<file path="src/rtl/core/yuvrgb_pkg.sv">
// Package: shared types, constants and arithmetic helpers for the YUV 4:2:2 to RGB888 converter
package yuvrgb_pkg;

    // Byte packing codes held in the order register
    localparam logic [2:0] ORDER_YUYV = 3'd0;
    localparam logic [2:0] ORDER_UYVY = 3'd1;
    localparam logic [2:0] ORDER_VYUY = 3'd2;
    localparam logic [2:0] ORDER_YVYU = 3'd3;
    localparam logic [2:0] ORDER_UVY2 = 3'd4;
    localparam logic [2:0] ORDER_VUY2 = 3'd5;
    localparam logic [2:0] ORDER_Y2UV = 3'd6;
    localparam logic [2:0] ORDER_Y2VU = 3'd7;

    localparam int unsigned FRAC_SHIFT = 20;
    localparam int unsigned TERM_W     = 29;   // widest clamped term is below 2^29
    localparam int unsigned SUM_W      = TERM_W + 1;

    localparam logic signed [31:0] COEF_Y  = 32'sd1220542;
    localparam logic signed [31:0] COEF_VR = 32'sd1673527;
    localparam logic signed [31:0] COEF_VG = -32'sd852492;
    localparam logic signed [31:0] COEF_UG = -32'sd409993;
    localparam logic signed [31:0] COEF_UB = 32'sd2116026;

    localparam logic signed [31:0] LUMA_OFFSET   = 32'sd16;
    localparam logic signed [31:0] CHROMA_OFFSET = 32'sd128;
    localparam logic [SUM_W-FRAC_SHIFT-1:0] CHAN_MAX = 10'd255;

    typedef logic [7:0] byte_t;
    typedef byte_t [3:0] macro_t;

    // Byte positions of Y0, Y1, U and V within the macropixel
    typedef struct packed {
        logic [1:0] y0;
        logic [1:0] y1;
        logic [1:0] u;
        logic [1:0] v;
    } pack_sel_t;

    typedef struct packed {
        byte_t red_first;
        byte_t green_first;
        byte_t blue_first;
        byte_t red_second;
        byte_t green_second;
        byte_t blue_second;
    } rgb_pair_t;

    function automatic pack_sel_t pack_map(input logic [2:0] mode);
        pack_sel_t sel;
        unique case (mode)
            ORDER_YUYV: sel = '{y0: 2'd0, y1: 2'd2, u: 2'd1, v: 2'd3};
            ORDER_UYVY: sel = '{y0: 2'd1, y1: 2'd3, u: 2'd0, v: 2'd2};
            ORDER_VYUY: sel = '{y0: 2'd1, y1: 2'd3, u: 2'd2, v: 2'd0};
            ORDER_YVYU: sel = '{y0: 2'd0, y1: 2'd2, u: 2'd3, v: 2'd1};
            ORDER_UVY2: sel = '{y0: 2'd3, y1: 2'd1, u: 2'd0, v: 2'd2};
            ORDER_VUY2: sel = '{y0: 2'd3, y1: 2'd1, u: 2'd2, v: 2'd0};
            ORDER_Y2UV: sel = '{y0: 2'd2, y1: 2'd0, u: 2'd1, v: 2'd3};
            ORDER_Y2VU: sel = '{y0: 2'd2, y1: 2'd0, u: 2'd3, v: 2'd1};
            default:    sel = '{y0: 2'd0, y1: 2'd2, u: 2'd1, v: 2'd3};
        endcase
        return sel;
    endfunction

    // Clamp a signed product below at zero
    function automatic logic [TERM_W-1:0] floor_zero(input logic signed [31:0] x);
        return (x < 0) ? '0 : x[TERM_W-1:0];
    endfunction

    // Add luma and chroma terms, drop the fraction, saturate at full scale
    function automatic byte_t make_channel(input logic [TERM_W-1:0] luma,
                                           input logic [TERM_W-1:0] chroma);
        logic [SUM_W-1:0]            sum;
        logic [SUM_W-FRAC_SHIFT-1:0] whole;
        sum   = {1'b0, luma} + {1'b0, chroma};
        whole = sum[SUM_W-1:FRAC_SHIFT];
        return (whole > CHAN_MAX) ? 8'hFF : whole[7:0];
    endfunction

endpackage

</file>
<file path="src/rtl/core/yuvrgb_if.sv">
// Interfaces: packed macropixel input channel and RGB pixel pair output channel

interface yuvrgb_in_if;
    logic       valid;
    logic       ready;
    logic [7:0] byte0;
    logic [7:0] byte1;
    logic [7:0] byte2;
    logic [7:0] byte3;
    logic       last_in;

    modport source (output valid, byte0, byte1, byte2, byte3, last_in, input ready);
    modport sink   (input valid, byte0, byte1, byte2, byte3, last_in, output ready);
endinterface

interface yuvrgb_out_if;
    logic       valid;
    logic       ready;
    logic [7:0] red_first;
    logic [7:0] green_first;
    logic [7:0] blue_first;
    logic [7:0] red_second;
    logic [7:0] green_second;
    logic [7:0] blue_second;
    logic       last_out;

    modport source (output valid, red_first, green_first, blue_first,
                    red_second, green_second, blue_second, last_out, input ready);
    modport sink   (input valid, red_first, green_first, blue_first,
                    red_second, green_second, blue_second, last_out, output ready);
endinterface

</file>
<file path="src/rtl/core/yuvrgb_csc.sv">
// Colour space conversion datapath: unpack one macropixel and produce two RGB888 pixels
module yuvrgb_csc (
    input  yuvrgb_pkg::macro_t    macro,
    input  logic [2:0]            order_mode,
    output yuvrgb_pkg::rgb_pair_t rgb
);

    yuvrgb_pkg::pack_sel_t sel;
    yuvrgb_pkg::byte_t     y0, y1, u, v;
    logic signed [31:0]    y0_d, y1_d, u_d, v_d;
    logic signed [31:0]    y0_p, y1_p, vr_p, g_p, ub_p;
    logic [yuvrgb_pkg::TERM_W-1:0] y0_t, y1_t, r_t, g_t, b_t;

    always_comb
    begin
        sel = yuvrgb_pkg::pack_map(order_mode);
        y0  = macro[sel.y0];
        y1  = macro[sel.y1];
        u   = macro[sel.u];
        v   = macro[sel.v];

        y0_d = $signed({24'd0, y0}) - yuvrgb_pkg::LUMA_OFFSET;
        y1_d = $signed({24'd0, y1}) - yuvrgb_pkg::LUMA_OFFSET;
        u_d  = $signed({24'd0, u}) - yuvrgb_pkg::CHROMA_OFFSET;
        v_d  = $signed({24'd0, v}) - yuvrgb_pkg::CHROMA_OFFSET;

        // All products fit comfortably in 32 signed bits
        y0_p = y0_d * yuvrgb_pkg::COEF_Y;
        y1_p = y1_d * yuvrgb_pkg::COEF_Y;
        vr_p = v_d * yuvrgb_pkg::COEF_VR;
        g_p  = v_d * yuvrgb_pkg::COEF_VG + u_d * yuvrgb_pkg::COEF_UG;
        ub_p = u_d * yuvrgb_pkg::COEF_UB;

        y0_t = yuvrgb_pkg::floor_zero(y0_p);
        y1_t = yuvrgb_pkg::floor_zero(y1_p);
        r_t  = yuvrgb_pkg::floor_zero(vr_p);
        g_t  = yuvrgb_pkg::floor_zero(g_p);
        b_t  = yuvrgb_pkg::floor_zero(ub_p);

        rgb.red_first    = yuvrgb_pkg::make_channel(y0_t, r_t);
        rgb.green_first  = yuvrgb_pkg::make_channel(y0_t, g_t);
        rgb.blue_first   = yuvrgb_pkg::make_channel(y0_t, b_t);
        rgb.red_second   = yuvrgb_pkg::make_channel(y1_t, r_t);
        rgb.green_second = yuvrgb_pkg::make_channel(y1_t, g_t);
        rgb.blue_second  = yuvrgb_pkg::make_channel(y1_t, b_t);
    end

endmodule

</file>
<file path="src/rtl/core/yuv422_to_rgb888_converter.sv">
// Top level: YUV 4:2:2 macropixel to RGB888 pixel pair converter, BT.601 video range
//
// Usage
//   pix_in  : one packed macropixel per transfer (byte0..byte3 in stream order,
//             last_in marks the final macropixel of a frame).
//   pix_out : two RGB888 pixels per transfer, last_out copied from last_in.
//   cfg_we / cfg_wdata : write the byte packing (YUYV, UYVY, VYUY, YVYU, UVY2,
//             VUY2, Y2UV, Y2VU). Change it only while no transfer is in flight.
// Timing
//   Two register stages: an input register and a result register with the
//   whole conversion between them. A result is offered on pix_out from the
//   result register. Throughput is one macropixel per cycle while pix_out
//   accepts, set by the single conversion pass per item.
// Reset
//   rst_n clears both stage valid flags and sets the packing to YUYV.
// Back-pressure
//   When pix_out stalls, the result register holds and the input register
//   still takes one more item; pix_in.ready drops only once both are full.
module yuv422_to_rgb888_converter (
    input  logic               clk,
    input  logic               rst_n,
    yuvrgb_in_if.sink          pix_in,
    yuvrgb_out_if.source       pix_out,
    input  logic               cfg_we,
    input  logic [2:0]         cfg_wdata
);

    logic [2:0]            order_reg;

    // Input stage
    logic                  s1_valid_reg;
    yuvrgb_pkg::macro_t    s1_macro_reg;
    logic                  s1_last_reg;

    // Result stage
    logic                  s2_valid_reg;
    yuvrgb_pkg::rgb_pair_t s2_rgb_reg;
    logic                  s2_last_reg;

    yuvrgb_pkg::rgb_pair_t rgb_next;
    logic                  s2_load;
    logic                  s1_load;

    // Result stage may take a new item when empty or being drained this cycle
    assign s2_load     = !s2_valid_reg || pix_out.ready;
    // Input stage may take a transfer when empty or when its item moves on
    assign pix_in.ready = !s1_valid_reg || s2_load;
    assign s1_load     = pix_in.valid && pix_in.ready;

    // Configuration register
    always_ff @(posedge clk or negedge rst_n)
    begin
        if (!rst_n)
        begin
            order_reg <= yuvrgb_pkg::ORDER_YUYV;
        end
        else if (cfg_we)
        begin
            order_reg <= cfg_wdata;
        end
    end

    // Stage valid flags
    always_ff @(posedge clk or negedge rst_n)
    begin
        if (!rst_n)
        begin
            s1_valid_reg <= 1'b0;
            s2_valid_reg <= 1'b0;
        end
        else
        begin
            if (pix_in.ready)
            begin
                s1_valid_reg <= pix_in.valid;
            end
            if (s2_load)
            begin
                s2_valid_reg <= s1_valid_reg;
            end
        end
    end

    // Payload: capture the raw bytes, hold while stalled
    always_ff @(posedge clk)
    begin
        if (s1_load)
        begin
            s1_macro_reg <= {pix_in.byte3, pix_in.byte2, pix_in.byte1, pix_in.byte0};
            s1_last_reg  <= pix_in.last_in;
        end
        if (s2_load && s1_valid_reg)
        begin
            s2_rgb_reg  <= rgb_next;
            s2_last_reg <= s1_last_reg;
        end
    end

    yuvrgb_csc u_csc (
        .macro      (s1_macro_reg),
        .order_mode (order_reg),
        .rgb        (rgb_next)
    );

    assign pix_out.valid        = s2_valid_reg;
    assign pix_out.red_first    = s2_rgb_reg.red_first;
    assign pix_out.green_first  = s2_rgb_reg.green_first;
    assign pix_out.blue_first   = s2_rgb_reg.blue_first;
    assign pix_out.red_second   = s2_rgb_reg.red_second;
    assign pix_out.green_second = s2_rgb_reg.green_second;
    assign pix_out.blue_second  = s2_rgb_reg.blue_second;
    assign pix_out.last_out     = s2_last_reg;

endmodule

</file>
<file path="src/flat_wrapper.sv">
// flat-port wrapper written by rule: the top's interface ports become plain ports
module yuv422_to_rgb888_converter_flat 
  (clk, rst_n, cfg_we, cfg_wdata, pix_in_valid, pix_in_byte0, pix_in_byte1, pix_in_byte2, pix_in_byte3, pix_in_last_in, pix_in_ready, pix_out_valid, pix_out_red_first, pix_out_green_first, pix_out_blue_first, pix_out_red_second, pix_out_green_second, pix_out_blue_second, pix_out_last_out, pix_out_ready);
  yuvrgb_in_if pix_in_i ();
  yuvrgb_out_if pix_out_i ();
  input  logic clk;
  input  logic rst_n;
  input  logic cfg_we;
  input  logic [2:0] cfg_wdata;
  input wire logic [$bits(pix_in_i.valid)-1:0] pix_in_valid;
  input wire logic [$bits(pix_in_i.byte0)-1:0] pix_in_byte0;
  input wire logic [$bits(pix_in_i.byte1)-1:0] pix_in_byte1;
  input wire logic [$bits(pix_in_i.byte2)-1:0] pix_in_byte2;
  input wire logic [$bits(pix_in_i.byte3)-1:0] pix_in_byte3;
  input wire logic [$bits(pix_in_i.last_in)-1:0] pix_in_last_in;
  output wire logic [$bits(pix_in_i.ready)-1:0] pix_in_ready;
  output wire logic [$bits(pix_out_i.valid)-1:0] pix_out_valid;
  output wire logic [$bits(pix_out_i.red_first)-1:0] pix_out_red_first;
  output wire logic [$bits(pix_out_i.green_first)-1:0] pix_out_green_first;
  output wire logic [$bits(pix_out_i.blue_first)-1:0] pix_out_blue_first;
  output wire logic [$bits(pix_out_i.red_second)-1:0] pix_out_red_second;
  output wire logic [$bits(pix_out_i.green_second)-1:0] pix_out_green_second;
  output wire logic [$bits(pix_out_i.blue_second)-1:0] pix_out_blue_second;
  output wire logic [$bits(pix_out_i.last_out)-1:0] pix_out_last_out;
  input wire logic [$bits(pix_out_i.ready)-1:0] pix_out_ready;
  assign pix_in_i.valid = pix_in_valid;
  assign pix_in_i.byte0 = pix_in_byte0;
  assign pix_in_i.byte1 = pix_in_byte1;
  assign pix_in_i.byte2 = pix_in_byte2;
  assign pix_in_i.byte3 = pix_in_byte3;
  assign pix_in_i.last_in = pix_in_last_in;
  assign pix_in_ready = pix_in_i.ready;
  assign pix_out_valid = pix_out_i.valid;
  assign pix_out_red_first = pix_out_i.red_first;
  assign pix_out_green_first = pix_out_i.green_first;
  assign pix_out_blue_first = pix_out_i.blue_first;
  assign pix_out_red_second = pix_out_i.red_second;
  assign pix_out_green_second = pix_out_i.green_second;
  assign pix_out_blue_second = pix_out_i.blue_second;
  assign pix_out_last_out = pix_out_i.last_out;
  assign pix_out_i.ready = pix_out_ready;
  yuv422_to_rgb888_converter u_core (.clk(clk), .rst_n(rst_n), .pix_in(pix_in_i), .pix_out(pix_out_i), .cfg_we(cfg_we), .cfg_wdata(cfg_wdata));
endmodule
</file>
<file path="config.mk">
export PLATFORM = sky130hd
export DESIGN_NAME = yuv422_to_rgb888_converter_flat
export DESIGN_NICKNAME = d
export VERILOG_FILES = /design/src/rtl/core/yuvrgb_pkg.sv /design/src/rtl/core/yuvrgb_if.sv /design/src/rtl/core/yuvrgb_csc.sv /design/src/rtl/core/yuv422_to_rgb888_converter.sv /design/src/flat_wrapper.sv
export SDC_FILE = /design/constraint.sdc
export NUM_CORES = 1
export LEC_CHECK = 0
export ABC_AREA = 1
export BUFFER_PORTS_ARGS = -buffer_cell sky130_fd_sc_hd__buf_2
export CAP_MARGIN = 20
export CORE_MARGIN = 2
export CORE_UTILIZATION = 62
export DETAILED_ROUTE_END_ITERATION = 8
export PLACE_DENSITY = 0.91
export SLEW_MARGIN = 10
export SYNTH_ARGS = -nofsm -noshare
export SYNTH_HDL_FRONTEND = slang
export SYNTH_SLANG_ARGS = --single-unit
</file>
<file path="constraint.sdc">
create_clock -name clk -period 21.3 [get_ports clk]
set_input_delay 1.065 -clock clk [delete_from_list [all_inputs] [get_ports clk]]
set_output_delay 1.065 -clock clk [all_outputs]
set_load 0.05 [all_outputs]
</file>
* Word level (Yosys, flattened, before mapping)
Memory sizes are Yosys's and may differ from the RTL's. Cells that the tools add are included. Widths: inputs -> output; s select.
Storage, ports and cells: register bits after elaboration 87, ROM bits 64, input port bits 41, output and inout port bits 51, logic and storage cells 67, memories 1
Memories:
- (no name shown) | words 8, bits a word 8, read ports 1, clocked after memory_dff 0, wr ports 0, RTL line yuvrgb_pkg.sv:50 | unique case (mode)
Cells by class: $add $sub $neg 11, multipliers 6, magnitude comparators 15, mux-type cells 13, reduce and logical (&&, ||, !) cells 6
Operator list (count):
- $add 29x29->30 | 6
- $mux 29 | 5
- $lt 31x1->1 const B | 4
- $bmux 8 s2 | 4
- $mul 9x22->31 const B | 2
- $gt 10x8->1 const B | 6
- $mul 9x21->30 const B | 2
- $lt 32x1->1 const B | 1
- $mux 8 | 4
- $add 30x29->31 | 1
- $mul 9x20->29 const B | 1
- $mul 9x19->28 const B | 1
- $sub 8x5->9 const B | 2
- $sub 8x8->9 const B | 2
- $lt 2x3->1 const B | 4
- $logic_and 1x1->1 | 2
- $logic_not 1->1 | 2
- $logic_or 1x1->1 | 2

* Logic depth before layout (Yosys ltp)
Gate-level depths: netlist of run 1. An unclocked memory read counts as a cell.
depth after elaboration 10, mapped depth 69, gate-level depth less buffers 66

* Modules after synthesis
Synthesis of run 1 repeated with hierarchy kept, for this count alone.
Unflattened totals: cells, all modules 4602, area total of the unflattened synthesis 32558.7 sq um
Modules (own cells, without submodules):
- yuvrgb_csc | times used 1, cells each 4496, area an instance 29888.7 sq um, sequential area each 0.0 sq um
- yuv422_to_rgb888_converter | times used 1, cells each 106, area an instance 2670.1 sq um, sequential area each 2587.5 sq um

* Least setup slack after synthesis of run 1
Ideal clock, no wire load.
kind register to register, from register u_core.order_reg[2], to register u_core.s2_rgb_reg, in the netlist u_core.pix_out.green_second[0], data pin, setup time 0.268 ns, arrival time 10.742 ns, data required time 21.032 ns, path slack 10.290 ns, stages on the path, launching flop included 61, buffers on the path 5, clock period less this slack 11.010 ns, path through dfrtp_1 > nor2_1 > nand2_2 > nand2_2 > buf_6 > buf_6 > buf_2 > clkbuf_1 > nand2_1 > o21ai_0 > inv_1 > o21ai_0 > xnor2_1 > ha_1 > nor2_1 > inv_1 > ha_1 > ha_1 > (+25 left out) > inv_1 > a21oi_1 > nand2_1 > nand2_2 > nand2_1 > buf_2 > inv_1 > o21ai_0 > a21oi_1 > ha_1 > a21oi_1 > o21bai_1 > a21oi_1 > nand2_1 > a21oi_2 > nand2_1 > a21oi_4 > nand3_1
On the way: cells in the longest elaborated chain, start to end 10, elaborated cells on any way between the ends 20, classes of those cells 5 x add/sub; 3 x mul; 3 x order compare; 8 x mux; 1 x memory
RTL lines:
- start, declared | RTL line yuv422_to_rgb888_converter.sv:28 | logic [2:0] order_reg;
- start signal, assigned | RTL line yuv422_to_rgb888_converter.sv:55 | order_reg <= yuvrgb_pkg::ORDER_YUYV;
- start signal, assigned | RTL line yuv422_to_rgb888_converter.sv:59 | order_reg <= cfg_wdata;
- $mem_v2 8x8 *
- $bmux 8 s2 (on tied branches) | RTL line yuvrgb_csc.sv:19, yuvrgb_csc.sv:20
- $mux 8 (on tied branches) | RTL line yuvrgb_csc.sv:19, yuvrgb_csc.sv:20
- $sub 8x8->9 (on tied branches) | RTL line yuvrgb_csc.sv:24, yuvrgb_csc.sv:25
- $mul 9x20->29 / $mul 9x19->28 (equally long branches) | RTL line yuvrgb_csc.sv:31 | g_p = v_d * yuvrgb_pkg::COEF_VG + u_d * yuvrgb_pkg::COEF_UG;
- $add 30x29->31 | RTL line yuvrgb_csc.sv:31
- $lt 31x1->1 | RTL line yuvrgb_pkg.sv:66 | return (x < 0) ? '0 : x[TERM_W-1:0];
- $mux 29 | RTL line yuvrgb_pkg.sv:66
- $add 29x29->30 * | RTL line yuvrgb_pkg.sv:74 | sum = {1'b0, luma} + {1'b0, chroma};
- $gt 10x8->1 | RTL line yuvrgb_pkg.sv:76 | return (whole > CHAN_MAX) ? 8'hFF : whole[7:0];
- end signal, assigned | RTL line yuv422_to_rgb888_converter.sv:94 | s2_rgb_reg <= rgb_next;
- end, declared | RTL line yuv422_to_rgb888_converter.sv:37 | yuvrgb_pkg::rgb_pair_t s2_rgb_reg;
Mark *: on every way between the ends. The rest lies on a longest branch, timed or not. The select of a mux whose other input is x is not followed. A chain may end at the register's enable or synchronous reset.

* Worst setup path in the final report of run 1
Ends and elaborated chain as after synthesis.

==> run summary, run 1 <==
Setup CP Type: flop to flop
Vias in the first global route: 30900
Post-Synth Adder-Cell Area: 0.427
IO Count: 92
Slowest-stage cell, CP: nor2_1
Die width: 233 µm
Max reg flops: 32
Largest family of logic cells by synthesized area: adder cells
Clock transition at path regs: 0.08 ns
Initial antenna violation count: 1
Clk_skew: 0.0292 ns
Final setup violation count: 0
Max-cap viol count: 0
Worst-Skew Late Latency: 0.40 ns
Die area: 54500 µm²
FF-to-FF path depth: 52
H-Tree Depth: 3
Cts bufs inserted: 9
Die H: 233 µm
Floorplan row count: 84
Setup_tns: 0 ns
Worst path arrival time: 13.71 ns
Largest cells by area after synthesis: ha_1 (25%), fa_1 (17%), nand2_1 (12%), inv_1 (11%), edfxtp_1 (7.5%)
Asr flop ratio synth: 0.0575
Critical-path maximum fanout: 60
Worst R2R End: u_core.pix_out.green_second[0]$_SDFFCE_PN1P_
Synth Instances: 4577
Antenna diode count: 0
Port Buffer Count: 91
Total Routing Usage GR: 0.383
Least-Margin Pin Slew: 1.03 ns
Post-CTS setup buffer count: 0
Ys flop type: edfxtp_1
Worst endpoint required time: 21.42 ns
Fillers: 4548
Dpl hpwl: 88800 µm
Status: complete, no violations
Final WL: 103000 µm
Initial core utilization: 0.624
First-pass GRT wire length: 161000 µm
Layout cells sized above 1: 0.0495
Tmin final: 13.60 ns
Setup crit end kind: flop
DR pass1 iterations: 7
Share of the synthesized area in the top cell type: 0.253
GRT overflow: 0
Post-Route M1 WL: 41500 µm
Tcrit/Tclk final: 0.638
Post-synthesis compound-gate area fraction: 0.107
Post-synthesis mux area share: 0.000345
Sequential area share after synthesis: 0.0793
R2R setup slack: 7.70 ns
Post-synthesis simple-gate area fraction: 0.235
Rel. slew slack: 0.317
Peak Freq: 73.6 MHz
Met3 Wirelength: 9720 µm
Core area: 52300 µm²
Vias post-DR: 31100
# nets final: 5667
Hold Crit Class: flop to flop
Leading cell types by count after synthesis: nand2_1 (1032), inv_1 (920), ha_1 (659)
Top-count cell post-synth: nand2_1
Post-CTS resize count: 0
1st-iter DRT viols: 2972
WHS Endpoint: u_core.pix_out.last_out$_DFFE_PP_
Crit path buf inv count: 6
Vias per std cell: 5.79
Area grow syn2layout: 5.30%
Xor and xnor area share after synthesis: 0.0397
Synthesized cell area: 32600 µm²
Fin. max-slew vios: 0
RSZ-0062 raised after global routing: false
EDFF count, synth: 82
Startpoint types: flop
CTS tree: done
Met2 Wirelength: 44600 µm
R2r startpoint: u_core.order_reg[2]$_DFFE_PN0P_
Top Family by Delay on Critical Path: adder cells
Pin count of the biggest net entering global routing: 61
Hold buffer count at cts: 0
Max layer used: met4
Worst hold path startpoint: u_core.s1_last_reg$_DFFE_PP_
Endpoints failing hold: 0
DRT antenna net count: 0
Hold path depth: 0
Area leader, netlist: ha_1
Routed len/inst: 19.1 µm
Clock Tree Buf Depth: 2
CP max stage delay: 0.57 ns
Synthesized flop and latch total: 87
Final GP Congestion: 1.08
Yosys cell types: 59
Syn nets: 5562
CTS root buf: clkbuf_16
Syn_area_per_cell: 7.13 µm²
Drt drc: 0
Clk sinks: 87
Yosys Warn Count: 0
==> metrics by stage <==
| step | util | area, µm² | cells | hold slack (ns) | setup slack [ns] |
|---|---|---|---|---|---|
| finish | 0.657 | 34400 | 5375 | 0.435 | 7.70 |
| global route | 0.657 | 34400 | 5375 | 0.436 | 6.77 |
| CTS | 0.656 | 34300 | 5373 | 0.433 | 8.06 |
| detailed placement | 0.650 | 34000 | 5357 | 0.411 | 8.11 |
| global placement | 0.650 | 34000 | 5357 | 0.410 | 8.64 |
| floorplan | - | 32600 | 4577 | 0.400 | 10.29 |
==> placed cells by master (no fill, tap or decap), types with 4 or more instances in the layout <==
master,netlist,final
o21ai_0,180,176
nand3b_1,30,30
nand2_4,5,5
buf_2,2,91
nor3b_1,5,5
inv_2,11,11
dfrtp_1,5,5
a21oi_2,5,5
nor2_4,9,9
and2_1,6,6
nor2_1,387,387
nand3_2,5,5
inv_1,920,920
or2_2,21,21
o21ai_1,15,18
nand2_1,1032,1032
o211ai_1,7,7
a21oi_1,301,300
a31oi_1,22,22
nor4_1,14,14
o21ai_2,3,4
xor2_1,76,76
fa_1,285,285
edfxtp_1,82,82
buf_4,2,23
o21a_1,13,13
clkbuf_16,0,9
nor3_1,46,46
nand2_2,18,18
nand3_1,184,184
a21o_1,27,27
clkinv_8,0,4
a21boi_0,8,8
nor2_2,16,16
xnor2_1,72,72
nand4_1,30,30
ha_1,659,659
o21bai_1,22,22
==> worst max path at each step <==
stage / startpoint / endpoint / slack, ns / depth (start not counted)
2_1_floorplan: u_core.order_reg[2]$_DFFE_PN0P_ / u_core.pix_out.green_second[0]$_SDFFCE_PN1P_ / 10.29 / 60
3_3_place_gp: u_core.order_reg[2]$_DFFE_PN0P_ / u_core.pix_out.green_second[3]$_SDFFCE_PN1P_ / 8.64 / 60
3_5_place_dp: u_core.order_reg[2]$_DFFE_PN0P_ / u_core.pix_out.green_second[3]$_SDFFCE_PN1P_ / 8.11 / 52
4_1_cts: u_core.order_reg[2]$_DFFE_PN0P_ / u_core.pix_out.green_second[0]$_SDFFCE_PN1P_ / 8.06 / 52
5_1_grt: u_core.order_reg[2]$_DFFE_PN0P_ / u_core.pix_out.green_second[1]$_SDFFCE_PN1P_ / 6.77 / 54
6_report: u_core.order_reg[2]$_DFFE_PN0P_ / u_core.pix_out.green_second[0]$_SDFFCE_PN1P_ / 7.70 / 52
==> layout make-up <==
type                            instances  area [µm²]  share of cell area
Multi-Input combinational cell       3536       26400               0.769
Sequential cell                        87        2590              0.0753
Clock inverter                          7        91.3             0.00266
Clock buffer                            9         225             0.00655
Inverter                              932        3500               0.102
Tap cell                              688         861              0.0250
Timing Repair Buffer                  116         663              0.0193
==> cells by family after synthesis <==
logic type / after synthesis
AOI/OAI and AO/OA: 630
xor gates and xnor gates: 148
adders and majority gates: 944
buffers and inverters: 954
DFF: 87
muxes: 1
and+or+nand+nor: 1813
==> per-layer routing <==
| metal | track usage | up-vias |
|---|---|---|
| met5 | 0 | - |
| li1 | - | 14900 |
| met1 | 0.483 | 14300 |
| met2 | 0.613 | 1501 |
| met4 | 0.219 | 0 |
| met3 | 0.0769 | 374 |
Power of run 1 is left out: the tool's default activity adds up to more than one toggle a clock period on the data nets, which glitch-free logic cannot reach.
==> run 2: changes to the inputs <==
- clock period: 21.3 -> 14.1 ns (I/O delays scaled with it)
==> run summary, run 2 (synthesis gave the netlist of run 1 again) <==
Status: complete, no violations
FF-to-FF path depth: 53 (+1.9%)
Core area: 52300 µm² (unchanged)
Peak Freq: 77.8 MHz (+5.8%)
Dpl hpwl: 87700 µm (-1.2%)
Tcrit/Tclk final: 0.912 (+0.273)
Post-CTS setup buffer count: 0 (unchanged)
Hold buffer count at cts: 0 (unchanged)
Port Buffer Count: 91 (unchanged)
Vias in the first global route: 30900 (-0.24%)
Least-Margin Pin Slew: 1.10 ns (+0.0701 ns)
Final WL: 102000 µm (-0.73%)
Fin. max-slew vios: 0 (unchanged)
Clock Tree Buf Depth: 2 (unchanged)
Most frequent cells in the layout: nand2_1 (1032), inv_1 (920), ha_1 (659)
Post-CTS resize count: 0 (unchanged)
Startpoint types: flop
M2 GR Usage: 0.628 (+0.0155)
Endpoints failing hold: 0 (unchanged)
Vias per std cell: 5.80 (+0.20%)
# nets final: 5666 (-0.018%)
RSZ-0062 raised after global routing: false
Worst endpoint required time: 14.21 ns (-7.21 ns)
Worst path arrival time: 12.97 ns (-0.74 ns)
Pin count of the biggest net entering global routing: 61 (unchanged)
WHS: 0.119 ns (-0.316 ns)
Setup_tns: 0 ns (unchanged)
Routed len/inst: 18.9 µm (-0.77%)
Floorplan row count: 84 (unchanged)
Final setup violation count: 0 (unchanged)
Die H: 233 µm (unchanged)
CP max stage delay: 0.54 ns (-0.03 ns)
Clk sinks: 87 (unchanged)
GRT overflow: 0 (unchanged)
Initial core utilization: 0.624 (unchanged)
Hold Crit Class: input port to asynchronous set/reset pin
1st-iter DRT viols: 2836 (-4.6%)
Worst-Skew Late Latency: 0.40 ns (about the same)
Rel. slew slack: 0.270 (-0.0467)
CTS tree: done
Commonest non-fill, non-tap cell in the layout: nand2_1
Die area: 54500 µm² (unchanged)
Busiest grt layer: met2
Vias post-DR: 31200 (+0.23%)
Tmin final: 12.86 ns (-0.740 ns)
Slowest-stage cell, CP: nor2_1
DR pass1 iterations: 6 (-1)
Final GP Congestion: 1.08 (-0.11%)
Layout cells sized above 1: 0.0495 (about the same)
Setup CP Type: flop to flop
Clock transition at path regs: 0.07 ns (about the same)
M1 GR Usage: 0.462 (-0.0207)
CTS root buf: clkbuf_16
First-pass GRT wire length: 160000 µm (-0.71%)
Max reg flops: 32 (unchanged)
DRT antenna net count: 0 (unchanged)
Clk_skew: 0.0196 ns (-0.00954 ns)
Critical-path maximum fanout: 60 (unchanged)
Area grow syn2layout: 5.32% (about the same)
Die width: 233 µm (unchanged)
Drt drc: 0 (unchanged)
Total Routing Usage GR: 0.379 (-0.00431)
Max-cap viol count: 0 (unchanged)
Initial antenna violation count: 2 (+1)
GR Util met3: 0.0826 (+0.00574)
Cts bufs inserted: 9 (unchanged)
Setup crit end kind: flop
Fillers: 4476 (-1.6%)
IO Count: 92 (unchanged)
H-Tree Depth: 3 (unchanged)
-- run 2: path summary, 6_finish.rpt --
| check | from | end | slack, ns |
|---|---|---|---|
| hold reg to reg | u_core.s1_last_reg$_DFFE_PP_ | u_core.pix_out.last_out$_DFFE_PP_ | 0.43 |
| setup / recovery | u_core.order_reg[2]$_DFFE_PN0P_ | u_core.pix_out.green_second[6]$_SDFFCE_PN1P_ | 1.24 |
| min in group clk | u_core.s1_last_reg$_DFFE_PP_ | u_core.pix_out.last_out$_DFFE_PP_ | 0.43 |
| max in group asynchronous | rst_n | u_core.order_reg[1]$_DFFE_PN0P_ | 13.85 |
| hold / removal | rst_n | u_core.order_reg[2]$_DFFE_PN0P_ | 0.12 |
| setup reg to reg | u_core.order_reg[2]$_DFFE_PN0P_ | u_core.pix_out.green_second[6]$_SDFFCE_PN1P_ | 1.24 |
-- run 2: worst max-delay path, delay by kind of cell, from the launching register on --
| kind | cells | cell delay (ns) |
|---|---|---|
| fa+ha+maj | 11 | 4.65 |
| compound gates | 17 | 3.41 |
| simple gates | 17 | 2.86 |
| buf+inv | 6 | 0.74 |
| flops | 1 | 0.53 |
| xor+xnor | 2 | 0.35 |
-- run 2: layout make-up --
type / count / area, µm² / area share
flip-flops and latches: 87 / 2590 / 0.0753
clock inverters: 7 / 91.3 / 0.00266
multi-input cells: 3536 / 26500 / 0.770
repair buffers: 115 / 653 / 0.0190
inverters: 932 / 3500 / 0.102
well taps: 688 / 861 / 0.0250
diodes: 3 / 7.51 / 0.000218
clock buffers: 9 / 225 / 0.00655
-- run 2: layer usage --
metal  wire (µm)  up-vias
li1            -    14900
met1       40400    14300
met2       45900     1542
met3        9390      382
met4        6030        2
met5           9        -
-- run 2: through the flow --
step | instance area [µm²] | instances | setup WS, ns | util
floorplan | 32600 | 4577 | 3.09 | -
global placement | 34000 | 5356 | 1.65 | 0.650
detailed placement | 34000 | 5356 | 1.21 | 0.650
CTS | 34300 | 5372 | 1.18 | 0.656
global route | 34400 | 5374 | 0.165 | 0.657
finish | 34400 | 5377 | 1.24 | 0.657
Power of run 2 is left out for the same reason.
